==> src/design/dwhs_pkg.sv <==
package dwhs_pkg;

    // Configuration register indexes
    localparam logic [2:0] REG_SLEEP_FORCE   = 3'd0;
    localparam logic [2:0] REG_READY_TIMEOUT = 3'd1;
    localparam logic [2:0] REG_ACK_PULSE     = 3'd2;
    localparam logic [2:0] REG_ACK_TIMEOUT   = 3'd3;
    localparam logic [2:0] REG_SLEEP_PRESENT = 3'd4;
    localparam logic [2:0] REG_FAULT_PRESENT = 3'd5;

    localparam int CfgIndexWidth = 3;
    localparam int CfgDataWidth  = 16;
    localparam int TickWidth     = 16;

    // Reset values of the configuration registers
    localparam logic [TickWidth-1:0] SLEEP_FORCE_RST   = 16'd2000;
    localparam logic [TickWidth-1:0] READY_TIMEOUT_RST = 16'd5000;
    localparam logic [TickWidth-1:0] ACK_PULSE_RST     = 16'd22;
    localparam logic [TickWidth-1:0] ACK_TIMEOUT_RST   = 16'd5000;

    // Handshake outcome codes
    localparam logic [1:0] OUT_NOTRUN = 2'd0;
    localparam logic [1:0] OUT_OK     = 2'd1;
    localparam logic [1:0] OUT_FAIL   = 2'd2;
    localparam logic [1:0] OUT_UNVER  = 2'd3;

    typedef struct packed {
        logic [TickWidth-1:0] sleep_force_ticks;
        logic [TickWidth-1:0] ready_timeout_ticks;
        logic [TickWidth-1:0] ack_pulse_ticks;
        logic [TickWidth-1:0] ack_timeout_ticks;
        logic                 sleep_pin_present;
        logic                 fault_pin_present;
    } cfg_t;

    typedef struct packed {
        logic [1:0] outcome;
        logic       done_res;
        logic       busy_res;
        logic       sleep_level;
    } result_t;

    localparam int ResultWidth = $bits(result_t);

endpackage

==> src/design/dwhs_cfg.sv <==
module dwhs_cfg (
    input  logic                                 clk,
    input  logic                                 rst_n,
    input  logic                                 wr_en,
    input  logic [dwhs_pkg::CfgIndexWidth-1:0]   wr_index,
    input  logic [dwhs_pkg::CfgDataWidth-1:0]    wr_data,
    output dwhs_pkg::cfg_t                       cfg
);
    import dwhs_pkg::*;

    cfg_t cfg_reg;

    always_ff @(posedge clk or negedge rst_n)
    begin
        if (!rst_n)
        begin
            cfg_reg.sleep_force_ticks   <= SLEEP_FORCE_RST;
            cfg_reg.ready_timeout_ticks <= READY_TIMEOUT_RST;
            cfg_reg.ack_pulse_ticks     <= ACK_PULSE_RST;
            cfg_reg.ack_timeout_ticks   <= ACK_TIMEOUT_RST;
            cfg_reg.sleep_pin_present   <= 1'b1;
            cfg_reg.fault_pin_present   <= 1'b1;
        end
        else if (wr_en)
        begin
            case (wr_index)
                REG_SLEEP_FORCE:   cfg_reg.sleep_force_ticks   <= wr_data;
                REG_READY_TIMEOUT: cfg_reg.ready_timeout_ticks <= wr_data;
                REG_ACK_PULSE:     cfg_reg.ack_pulse_ticks     <= wr_data;
                REG_ACK_TIMEOUT:   cfg_reg.ack_timeout_ticks   <= wr_data;
                REG_SLEEP_PRESENT: cfg_reg.sleep_pin_present   <= wr_data[0];
                REG_FAULT_PRESENT: cfg_reg.fault_pin_present   <= wr_data[0];
                default: ;
            endcase
        end
    end

    assign cfg = cfg_reg;

endmodule

==> src/design/dwhs_core.sv <==
module dwhs_core (
    input  logic                clk,
    input  logic                rst_n,
    input  dwhs_pkg::cfg_t      cfg,
    input  logic                step,
    input  logic                start_req,
    input  logic                fault_level,
    output dwhs_pkg::result_t   result
);
    import dwhs_pkg::*;

    localparam logic [2:0] PH_IDLE    = 3'd0;
    localparam logic [2:0] PH_FORCE   = 3'd1;
    localparam logic [2:0] PH_READY   = 3'd2;
    localparam logic [2:0] PH_ACK     = 3'd3;
    localparam logic [2:0] PH_ACKWAIT = 3'd4;

    logic [2:0]           phase_reg, phase_next;
    logic [TickWidth-1:0] tick_reg, tick_next;
    logic                 saw_ready_reg, saw_ready_next;
    logic [1:0]           outcome_reg, outcome_next;

    logic [TickWidth-1:0] lim_force, lim_ready, lim_ack, lim_ackwait;
    logic [TickWidth-1:0] wait_base;
    logic [TickWidth:0]   wait_inc;
    logic                 do_ready, do_ackwait;
    logic                 finish;
    logic [1:0]           finish_code;
    logic                 sleep_now, busy_now;

    // A zero limit behaves as one
    always_comb
    begin
        lim_force   = (cfg.sleep_force_ticks == '0) ? TickWidth'(1) : cfg.sleep_force_ticks;
        lim_ready   = (cfg.ready_timeout_ticks == '0) ? TickWidth'(1) : cfg.ready_timeout_ticks;
        lim_ack     = (cfg.ack_pulse_ticks == '0) ? TickWidth'(1) : cfg.ack_pulse_ticks;
        lim_ackwait = (cfg.ack_timeout_ticks == '0) ? TickWidth'(1) : cfg.ack_timeout_ticks;
    end

    always_comb
    begin
        phase_next     = phase_reg;
        tick_next      = tick_reg;
        saw_ready_next = saw_ready_reg;
        sleep_now      = 1'b1;
        busy_now       = 1'b1;
        do_ready       = 1'b0;
        do_ackwait     = 1'b0;
        wait_base      = tick_reg;
        finish         = 1'b0;
        finish_code    = OUT_NOTRUN;

        case (phase_reg)
            PH_FORCE:
            begin
                if (tick_reg < lim_force)
                begin
                    sleep_now = 1'b0;
                    tick_next = tick_reg + 1'b1;
                end
                else
                begin
                    // release: first high tick is also the first ready sample when the fault pin is present
                    saw_ready_next = 1'b0;
                    tick_next      = '0;
                    if (cfg.fault_pin_present)
                    begin
                        phase_next = PH_READY;
                        do_ready   = 1'b1;
                        wait_base  = '0;
                    end
                    else
                    begin
                        phase_next = PH_ACK;
                    end
                end
            end
            PH_READY:
            begin
                do_ready = 1'b1;
            end
            PH_ACK:
            begin
                if (tick_reg < lim_ack)
                begin
                    sleep_now = 1'b0;
                    tick_next = tick_reg + 1'b1;
                end
                else
                begin
                    tick_next = '0;
                    if (!cfg.fault_pin_present || !saw_ready_reg)
                    begin
                        finish      = 1'b1;
                        finish_code = OUT_UNVER;
                    end
                    else
                    begin
                        phase_next = PH_ACKWAIT;
                        do_ackwait = 1'b1;
                        wait_base  = '0;
                    end
                end
            end
            PH_ACKWAIT:
            begin
                do_ackwait = 1'b1;
            end
            default:
            begin
                phase_next = PH_IDLE;
                busy_now   = 1'b0;
                if (start_req)
                begin
                    if (!cfg.sleep_pin_present)
                    begin
                        finish      = 1'b1;
                        finish_code = OUT_FAIL;
                    end
                    else
                    begin
                        // start tick is the first low tick of the force time
                        phase_next     = PH_FORCE;
                        saw_ready_next = 1'b0;
                        busy_now       = 1'b1;
                        sleep_now      = 1'b0;
                        tick_next      = TickWidth'(1);
                    end
                end
            end
        endcase

        wait_inc = {1'b0, wait_base} + 1'b1;

        if (do_ready)
        begin
            sleep_now = 1'b1;
            if (!fault_level)
            begin
                saw_ready_next = 1'b1;
                phase_next     = PH_ACK;
                tick_next      = '0;
            end
            else
            begin
                tick_next = wait_inc[TickWidth-1:0];
                if (wait_inc[TickWidth] || wait_inc[TickWidth-1:0] >= lim_ready)
                begin
                    phase_next = PH_ACK;
                    tick_next  = '0;
                end
            end
        end

        if (do_ackwait)
        begin
            sleep_now = 1'b1;
            if (fault_level)
            begin
                finish      = 1'b1;
                finish_code = OUT_OK;
            end
            else
            begin
                tick_next = wait_inc[TickWidth-1:0];
                if (wait_inc[TickWidth] || wait_inc[TickWidth-1:0] >= lim_ackwait)
                begin
                    finish      = 1'b1;
                    finish_code = OUT_FAIL;
                end
            end
        end

        outcome_next = outcome_reg;
        if (finish)
        begin
            outcome_next = finish_code;
            phase_next   = PH_IDLE;
            tick_next    = '0;
            sleep_now    = 1'b1;
            busy_now     = 1'b0;
        end

        result.sleep_level = sleep_now;
        result.busy_res    = busy_now;
        result.done_res    = finish;
        result.outcome     = outcome_next;
    end

    always_ff @(posedge clk or negedge rst_n)
    begin
        if (!rst_n)
        begin
            phase_reg     <= PH_IDLE;
            tick_reg      <= '0;
            saw_ready_reg <= 1'b0;
            outcome_reg   <= OUT_NOTRUN;
        end
        else if (step)
        begin
            phase_reg     <= phase_next;
            tick_reg      <= tick_next;
            saw_ready_reg <= saw_ready_next;
            outcome_reg   <= outcome_next;
        end
    end

endmodule

==> src/design/dwhs_outbuf.sv <==
module dwhs_outbuf (
    input  logic                clk,
    input  logic                rst_n,
    input  logic                push,
    input  dwhs_pkg::result_t   push_data,
    output logic                space,
    output logic                out_valid,
    input  logic                out_ready,
    output dwhs_pkg::result_t   out_data
);
    import dwhs_pkg::*;

    logic    head_valid_reg, skid_valid_reg;
    result_t head_reg, skid_reg;
    logic    pop;

    assign pop       = head_valid_reg && out_ready;
    assign space     = !skid_valid_reg;
    assign out_valid = head_valid_reg;
    assign out_data  = head_reg;

    always_ff @(posedge clk or negedge rst_n)
    begin
        if (!rst_n)
        begin
            head_valid_reg <= 1'b0;
            skid_valid_reg <= 1'b0;
        end
        else if (pop)
        begin
            if (skid_valid_reg)
            begin
                skid_valid_reg <= 1'b0;
            end
            else
            begin
                head_valid_reg <= push;
            end
        end
        else if (push)
        begin
            if (head_valid_reg)
            begin
                skid_valid_reg <= 1'b1;
            end
            else
            begin
                head_valid_reg <= 1'b1;
            end
        end
    end

    // Payload: advance skid into head on pop, else fill the free slot
    always_ff @(posedge clk)
    begin
        if (pop)
        begin
            if (skid_valid_reg)
            begin
                head_reg <= skid_reg;
            end
            else if (push)
            begin
                head_reg <= push_data;
            end
        end
        else if (push)
        begin
            if (head_valid_reg)
            begin
                skid_reg <= push_data;
            end
            else
            begin
                head_reg <= push_data;
            end
        end
    end

endmodule

==> src/design/driver_wake_handshake_sequencer.sv <==
// A result word is registered in the output buffer before it appears on m_axis.
// One input word is taken per cycle while s_axis_tready is high; the sequencer state advances once per tick word.
// Output holds up to two result words (head plus skid), so s_axis keeps taking a word
// while one result waits; s_axis_tready drops only when both slots are full.
// Reset (rst_n low, asynchronous): sequencer idle, outcome "not run", output buffer
// empty, configuration registers at their documented defaults.
module driver_wake_handshake_sequencer (
    input  logic                                clk,
    input  logic                                rst_n,

    // Tick words in. tdata: [0] start_req, [1] fault_level, [7:2] zero
    input  logic                                s_axis_tvalid,
    output logic                                s_axis_tready,
    input  logic [7:0]                          s_axis_tdata,

    // Result words out. tdata: [0] sleep_level, [1] busy_res, [2] done_res,
    // [4:3] outcome, [7:5] zero
    output logic                                m_axis_tvalid,
    input  logic                                m_axis_tready,
    output logic [7:0]                          m_axis_tdata,

    // Configuration writes; accepted every cycle
    input  logic                                cfg_valid,
    output logic                                cfg_ready,
    input  logic [dwhs_pkg::CfgIndexWidth-1:0]  cfg_index,
    input  logic [dwhs_pkg::CfgDataWidth-1:0]   cfg_data
);
    import dwhs_pkg::*;

    cfg_t    cfg;
    result_t step_result;
    result_t out_result;
    logic    space;
    logic    step;

    assign cfg_ready     = 1'b1;
    assign s_axis_tready = space;
    // Advance the sequencer only on a taken tick word
    assign step          = s_axis_tvalid && space;

    dwhs_cfg u_cfg (
        .clk      (clk),
        .rst_n    (rst_n),
        .wr_en    (cfg_valid),
        .wr_index (cfg_index),
        .wr_data  (cfg_data),
        .cfg      (cfg)
    );

    // Phase, tick counter and outcome; next values are the word's result
    dwhs_core u_core (
        .clk         (clk),
        .rst_n       (rst_n),
        .cfg         (cfg),
        .step        (step),
        .start_req   (s_axis_tdata[0]),
        .fault_level (s_axis_tdata[1]),
        .result      (step_result)
    );

    // Hold results until the sink takes them
    dwhs_outbuf u_outbuf (
        .clk       (clk),
        .rst_n     (rst_n),
        .push      (step),
        .push_data (step_result),
        .space     (space),
        .out_valid (m_axis_tvalid),
        .out_ready (m_axis_tready),
        .out_data  (out_result)
    );

    assign m_axis_tdata = {{(8 - ResultWidth){1'b0}}, out_result};

endmodule
==> config.mk <==
export PLATFORM = sky130hd
export DESIGN_NAME = driver_wake_handshake_sequencer
export DESIGN_NICKNAME = d
export VERILOG_FILES = /design/src/design/dwhs_pkg.sv /design/src/design/dwhs_cfg.sv /design/src/design/dwhs_core.sv /design/src/design/dwhs_outbuf.sv /design/src/design/driver_wake_handshake_sequencer.sv
export SDC_FILE = /design/constraint.sdc
export NUM_CORES = 1
export LEC_CHECK = 0
export ABC_AREA = 1
export BUFFER_PORTS_ARGS = -buffer_cell sky130_fd_sc_hd__buf_2
export CAP_MARGIN = 20
export CELL_PAD_IN_SITES_DETAIL_PLACEMENT = 1
export CELL_PAD_IN_SITES_GLOBAL_PLACEMENT = 1
export CORE_MARGIN = 3
export CORE_UTILIZATION = 41
export CTS_CLUSTER_DIAMETER = 120
export DETAILED_ROUTE_END_ITERATION = 8
export GPL_ROUTABILITY_DRIVEN = 0
export HOLD_SLACK_MARGIN = 0.1
export MAX_ROUTING_LAYER = met4
export PLACE_DENSITY_LB_ADDON = 0.25
export SLEW_MARGIN = 20
export SYNTH_ARGS = -nofsm -noshare
export SYNTH_HDL_FRONTEND = slang
export SYNTH_HIERARCHICAL = 1
export SYNTH_SLANG_ARGS = --single-unit
==> constraint.sdc <==
create_clock -name clk -period 4.67 [get_ports clk]
set_input_delay 0.934 -clock clk [delete_from_list [all_inputs] [get_ports clk]]
set_output_delay 0.934 -clock clk [all_outputs]
set_load 0.01 [all_outputs]
; ---- After elaboration in Yosys (flattened, before gate mapping)
; Index checks and enable logic that the tools add are counted.
[word_totals]
ff_bits = 100
latchBits = 0
ramBits = 0
romBits = 0
output_inout_bits = 11
mem_count = 0
[classes]
add_sub_neg = 2
mul = 0
n_div = 0
order_cmp = 4
n_eq_ne = 11
shift = 0
muxes = 82
n_bitwise = 1
n_reduce_logical = 30
[op_table]
columns = op, n
row1 = 16-bit 2-to-1 mux, 18
row2 = 16-bit logical NOT, 4
row3 = 16-bit case mux with 3 select lines, 1
row4 = 1-bit 2-to-1 mux, 34
row5 = 16-bit >= comparator, 2
row6 = 16-bit < comparator, 2
row7 = 16-bit case mux with 2 select lines, 1
row8 = 5-bit 2-to-1 mux, 5
row9 = 3-bit 2-to-1 mux, 8
row10 = 16-bit by 1-bit adder with 17-bit output (second input constant), 1
row11 = 16-bit by 1-bit adder with 16-bit output (second input constant), 1
row12 = 2-bit 2-to-1 mux, 8
row13 = 2-bit AND reduction, 8
row14 = 3-bit by 2-bit == test with 1-bit output (second input constant), 4
row15 = 3-bit == test (second input constant), 3
row16 = 3-bit case mux with 3 select lines, 1
row17 = 1-bit case mux with 2 select lines, 4
row18 = 3-bit by 1-bit == test with 1-bit output (second input constant), 2
row19 = 3-bit AND reduction, 2
row20 = 2-bit nonzero test, 3
row21 = 3-bit OR reduction, 2
row22 = 2-bit inequality test (second input constant), 2
row23 = 2-bit case mux with 2 select lines, 1
row24 = 4-bit OR reduction, 1
row25 = other kinds (7), 12

; ---- Longest topological paths before layout
[depth]
depth_word = 15
mapped_depth = 46
ltp_nobuf = 44

; ---- By module
; The synthesis kept the hierarchy.
[modules_own_cells]
columns = mod, n_inst, cells_each, area_per_inst_um2
row1 = dwhs_core, 1, 666, 4112.7
row2 = dwhs_cfg, 1, 297, 2686.3
row3 = dwhs_outbuf, 1, 45, 500.5
row4 = driver_wake_handshake_sequencer, 1, 8, 45.0

; ---- Least setup slack after synthesis
; No wires, ideal clock.
[synth_timing]
kind = register -> register
startpoint = register u_cfg.cfg_reg, in the netlist u_cfg/cfg[60]
endpoint = register u_core.tick_reg[13]
arrival_ps = 4489
t_required_ps = 4604
slack_ps = 116
stages_incl_launch_ff = 41
path_buffers = 2
period_less_slack_ps = 4554
path_cell_list = dfstp_2 > inv_1 > ha_1 > nand2_1 > inv_1 > nand3_1 > a31oi_1 > a2111oi_0 > nand2_1 > nand2_1 > nand2_1 > nand3_4 > buf_1 > nand2_1 > inv_1 > ha_1 > nand3_1 > nand2_1 > [5 not listed] > a21oi_1 > o21bai_1 > a21oi_1 > o21bai_1 > a21oi_1 > o21bai_1 > o21ai_0 > inv_1 > nand2_1 > nand2_1 > nand2_1 > nand2_2 > nand2_4 > buf_6 > nand2_1 > o21ai_0 > nand2_2 > nand2_1
[synth_between]
elab_chain_len = 14
elab_cells_between_ends = 23
[synth_lines]
columns = element, line
row1 = from (decl), dwhs_cfg.sv:11  ; cfg_t cfg_reg;
row2 = 16-bit logical NOT, dwhs_core.sv:34  ; lim_force = (cfg.sleep_force_ticks == '0) ? TickWidth'(1) : cfg.sleep_force_ticks;
row3 = 16-bit 2-to-1 mux *, dwhs_core.sv:34
row4 = 16-bit < comparator *, dwhs_core.sv:56  ; if (tick_reg < lim_force)
row5 = 16-bit 2-to-1 mux, dwhs_core.sv:56
row6 = 16-bit case mux with 2 select lines, dwhs_core.sv:53  ; case (phase_reg)
row7 = 16-bit by 1-bit adder with 17-bit output, dwhs_core.sv:133  ; wait_inc = {1'b0, wait_base} + 1'b1;
row8 = 16-bit >= comparator, dwhs_core.sv:147  ; if (wait_inc[TickWidth] || wait_inc[TickWidth-1:0] >= lim_ready)
row9 = 1-bit logical OR, dwhs_core.sv:147
row10 = 16-bit 2-to-1 mux, dwhs_core.sv:147
row11 = 16-bit 2-to-1 mux, dwhs_core.sv:138  ; if (!fault_level)
row12 = 16-bit 2-to-1 mux, dwhs_core.sv:135  ; if (do_ready)
row13 = 16-bit 2-to-1 mux, dwhs_core.sv:158  ; if (fault_level)
row14 = 16-bit 2-to-1 mux, dwhs_core.sv:155  ; if (do_ackwait)
row15 = 16-bit 2-to-1 mux *, dwhs_core.sv:175  ; if (finish)
row16 = to (signal assigned), dwhs_core.sv:202  ; tick_reg <= tick_next;
row17 = to (decl), dwhs_core.sv:19  ; logic [TickWidth-1:0] tick_reg, tick_next;
; Mark *: on every way between the ends. The rest lies on a longest branch, timed or not.
; A chain may end at the register's enable or synchronous reset.

==> impl_metrics.toml <==
[clocking]
root_buffer = "clkbuf_16"
htreeDepth = 3
clockBufferDepth = 2
cts_made_buffers = 9
cts_sinks = 100
tritoncts = "done"
insertion_delay_ps = 360
path_clk_slew_ps = 80
postCtsHoldBufs = 0

[logic_synthesis]
ys_seq_elements = 100
yosys_warnings = 6
synth_async_sr_flop_share_pct = 90.0
synth.cells.most_frequent = "nand2_1, inv_1, nand3_1"
synth.most_common_cell = "nand2_1"
ys_seq_area_share_pct = 35.1
synth_top_cell_by_area = "dfrtp_1"
postSynthAreaPerCell_um2 = 7.23
synthTopCellsByArea = "dfrtp_1, nand2_1, ha_1"
synth_edf_count = 10
yosysTopAreaCellShare_pct = 23.5
ys.flop_type = "dfrtp_1"
postSynthCellCount = 1016
ys_types = 51
synth_area_mm2 = 0.00734

[grt]
grt_pass1_vias = 7416
grt_max_degree = 62
antenna_found_initial = 0
grt-ovfl-total = 0
grt_pass1_wl_um = 40100
grt.total_usage_pct = 26.7

[floorplan]
start_util_pct = 42.2
dieHeight_um = 140
die_area_mm2 = 0.0196
core_area_mm2 = 0.0174
pin_count = 43
rows = 48
dieWidth_um = 140

[worst_setup_path]
critPathMaxFanout = 7
cpPeakStageDelay_ps = 590
required_ps = 4970
criticalPathCategory = "flop to flop"
arrival_ps = 5120
start_kind = "flop"
cpMostUsedCell = "nand2_2"
path_buf_inv = 5
critPathCaptureType = "flop"
crit_family = "simple AND/OR/NAND/NOR gates"
cpMaxStageDelayCell = "dfstp_2"

[detailed_routing]
dr_wl_met3_um = 1210
firstDrtPassIters = 5
met2_length_um = 12200
wl_per_cell_um = 19.1
drt-total-wl_um = 25600
postRouteAntennaNets = 0
drt-initial-drc-count = 401
drc = 0
vias_per_cell = 5.37
highest_layer = "met4"
met1_length_um = 11300
vias = 7227

[timing]
fin_ws_ps = -154
finalCriticalPeriod_ps = 4820
rsz0062_at_grt = "yes"
fmax_mhz = 207
finalSetupViolCount = 21
tns_ps = -2220
worst_slew_pin_slew_ps = 1010
finalHoldViolations = 0
fin_crit_sh_pct = 103
final_max_slew_viol_count = 0
fin_skew_ps = 6.99
slew_headroom_pct = 32.8

[outcome]
violations = "negative setup slack"
status = "finished, violations left"

[finish]
final_util_pct = 52.2
synthToLayoutAreaGrowth_pct = 23.8
largest_reg_flops = 66
n_antenna_cell = 0
drive_gt1_share_pct = 26.0
fin_nets = 1210
design_area_mm2 = 0.00909

[power_and_ir_drop]
power_density_mw_per_mm2 = 273
seqPwrFrac_pct = 44.9
leakagePower_nw = 4.73
internal_power_mw = 1.66
switching_share_pct = 33.2
p_comb_share_pct = 22.2
vdd_drop_max_mv = 0.216
p_clk_share_pct = 32.9
p_switching_uw = 823

[place]
post_dp_cell_area_mm2 = 0.00805
dpl.hpwl_um = 17300
portBuffers = 32

[run]
drv_cap = 0

[hold_path]
hp-class = "flop to flop"
-- tightest hold or removal path: stages, from the launching register on --
cell,delay (ps)
dfstp_2,370
nand2_1,50
nand2_1,50
-- timing repair --
action,CTS,global route
endpoints found under the setup margin,29,29
gates cloned,1,0
hold endpoints to repair,0,0
buffers inserted,27,4
resized for setup,55,77
pin swaps,17,43
-- cell usage in the layout (no fill, tap or decap), types with 11 or more instances in the layout --
cell type / n
nor2_1: 42
a21oi_1: 29
nand2_1: 304
dfrtp_1: 66
nand2_2: 42
o21ai_0: 31
nand4_1: 16
nand3_1: 64
inv_1: 139
ha_1: 52
dfstp_2: 21
buf_4: 79
buf_2: 31
o21ai_1: 11
-- worst paths after layout --
check	startpoint	end	slack, ps	cells past startpoint
setup reg to reg	u_cfg/cfg[56]$_DFFE_PN1P_	u_core/tick_reg[6]$_DFFE_PN0P_	-150	32
max in group asynchronous	rst_n	u_cfg/cfg[43]$_DFFE_PN1P_	3040	2
hold / removal	u_cfg/cfg[41]$_DFFE_PN1P_	u_cfg/cfg[41]$_DFFE_PN1P_	470	2
hold reg to reg	u_cfg/cfg[41]$_DFFE_PN1P_	u_cfg/cfg[41]$_DFFE_PN1P_	470	2
setup / recovery	u_cfg/cfg[56]$_DFFE_PN1P_	u_core/tick_reg[6]$_DFFE_PN0P_	-150	32
min in group asynchronous	rst_n	u_core/tick_reg[15]$_DFFE_PN0P_	670	1
-- area by class of cell --
| cell class | instances | area [µm²] |
|---|---|---|
| fill | 2225 | 8320 |
| multi-input combinational | 729 | 4390 |
| sequential | 100 | 2580 |
| timing repair buffer | 124 | 950 |
| inverter | 152 | 573 |
| tap | 225 | 282 |
| clock buffer | 9 | 225 |
| clock inverter | 7 | 91.3 |
-- through the flow --
stage | power (mW) | worst slack, ps | hold slack (ps) | cells
5_1_grt | 2.63 | -427 | 499 | 1346
3_5_place_dp | 1.61 | -353 | 455 | 1301
4_1_cts | 2.46 | -3.74 | 474 | 1344
6_report | 2.48 | -154 | 470 | 1346
2_1_floorplan | 1.41 | 116 | 442 | 1018
3_3_place_gp | 1.58 | -260 | 452 | 1301
-- kinds of logic (layout without fill, tap and decap cells) --
logic type / count (synthesis) / count (layout) / synth area share [%]
compound gates: 129 / 129 / 10.3
xor+xnor: 11 / 11 / 1.31
fa+ha+maj: 62 / 62 / 10.6
buf+inv: 189 / 292 / 10.9
flops: 100 / 100 / 35.1
other cells: 2 / 4 / 0.102
simple gates: 523 / 523 / 31.7
-- power by group through the flow --
| stage | clock network (mW) | registers, mW | logic, mW |
|---|---|---|---|
| 5_1_grt | 0.872 | 1.13 | 0.628 |
| 2_1_floorplan | 0 | 1.08 | 0.323 |
| 6_report | 0.816 | 1.11 | 0.550 |
| 3_5_place_dp | 0 | 1.12 | 0.483 |
| 3_3_place_gp | 0 | 1.12 | 0.459 |
| 4_1_cts | 0.835 | 1.11 | 0.513 |
-- metal layers --
metal / track usage [%] / vias up
met5: - / -
met4: 8.62 / 0
met3: 4.91 / 54
met2: 42.2 / 212
met1: 34.7 / 3496
li1: - / 3465
Note: power is estimated with default switching activity, not from simulation.
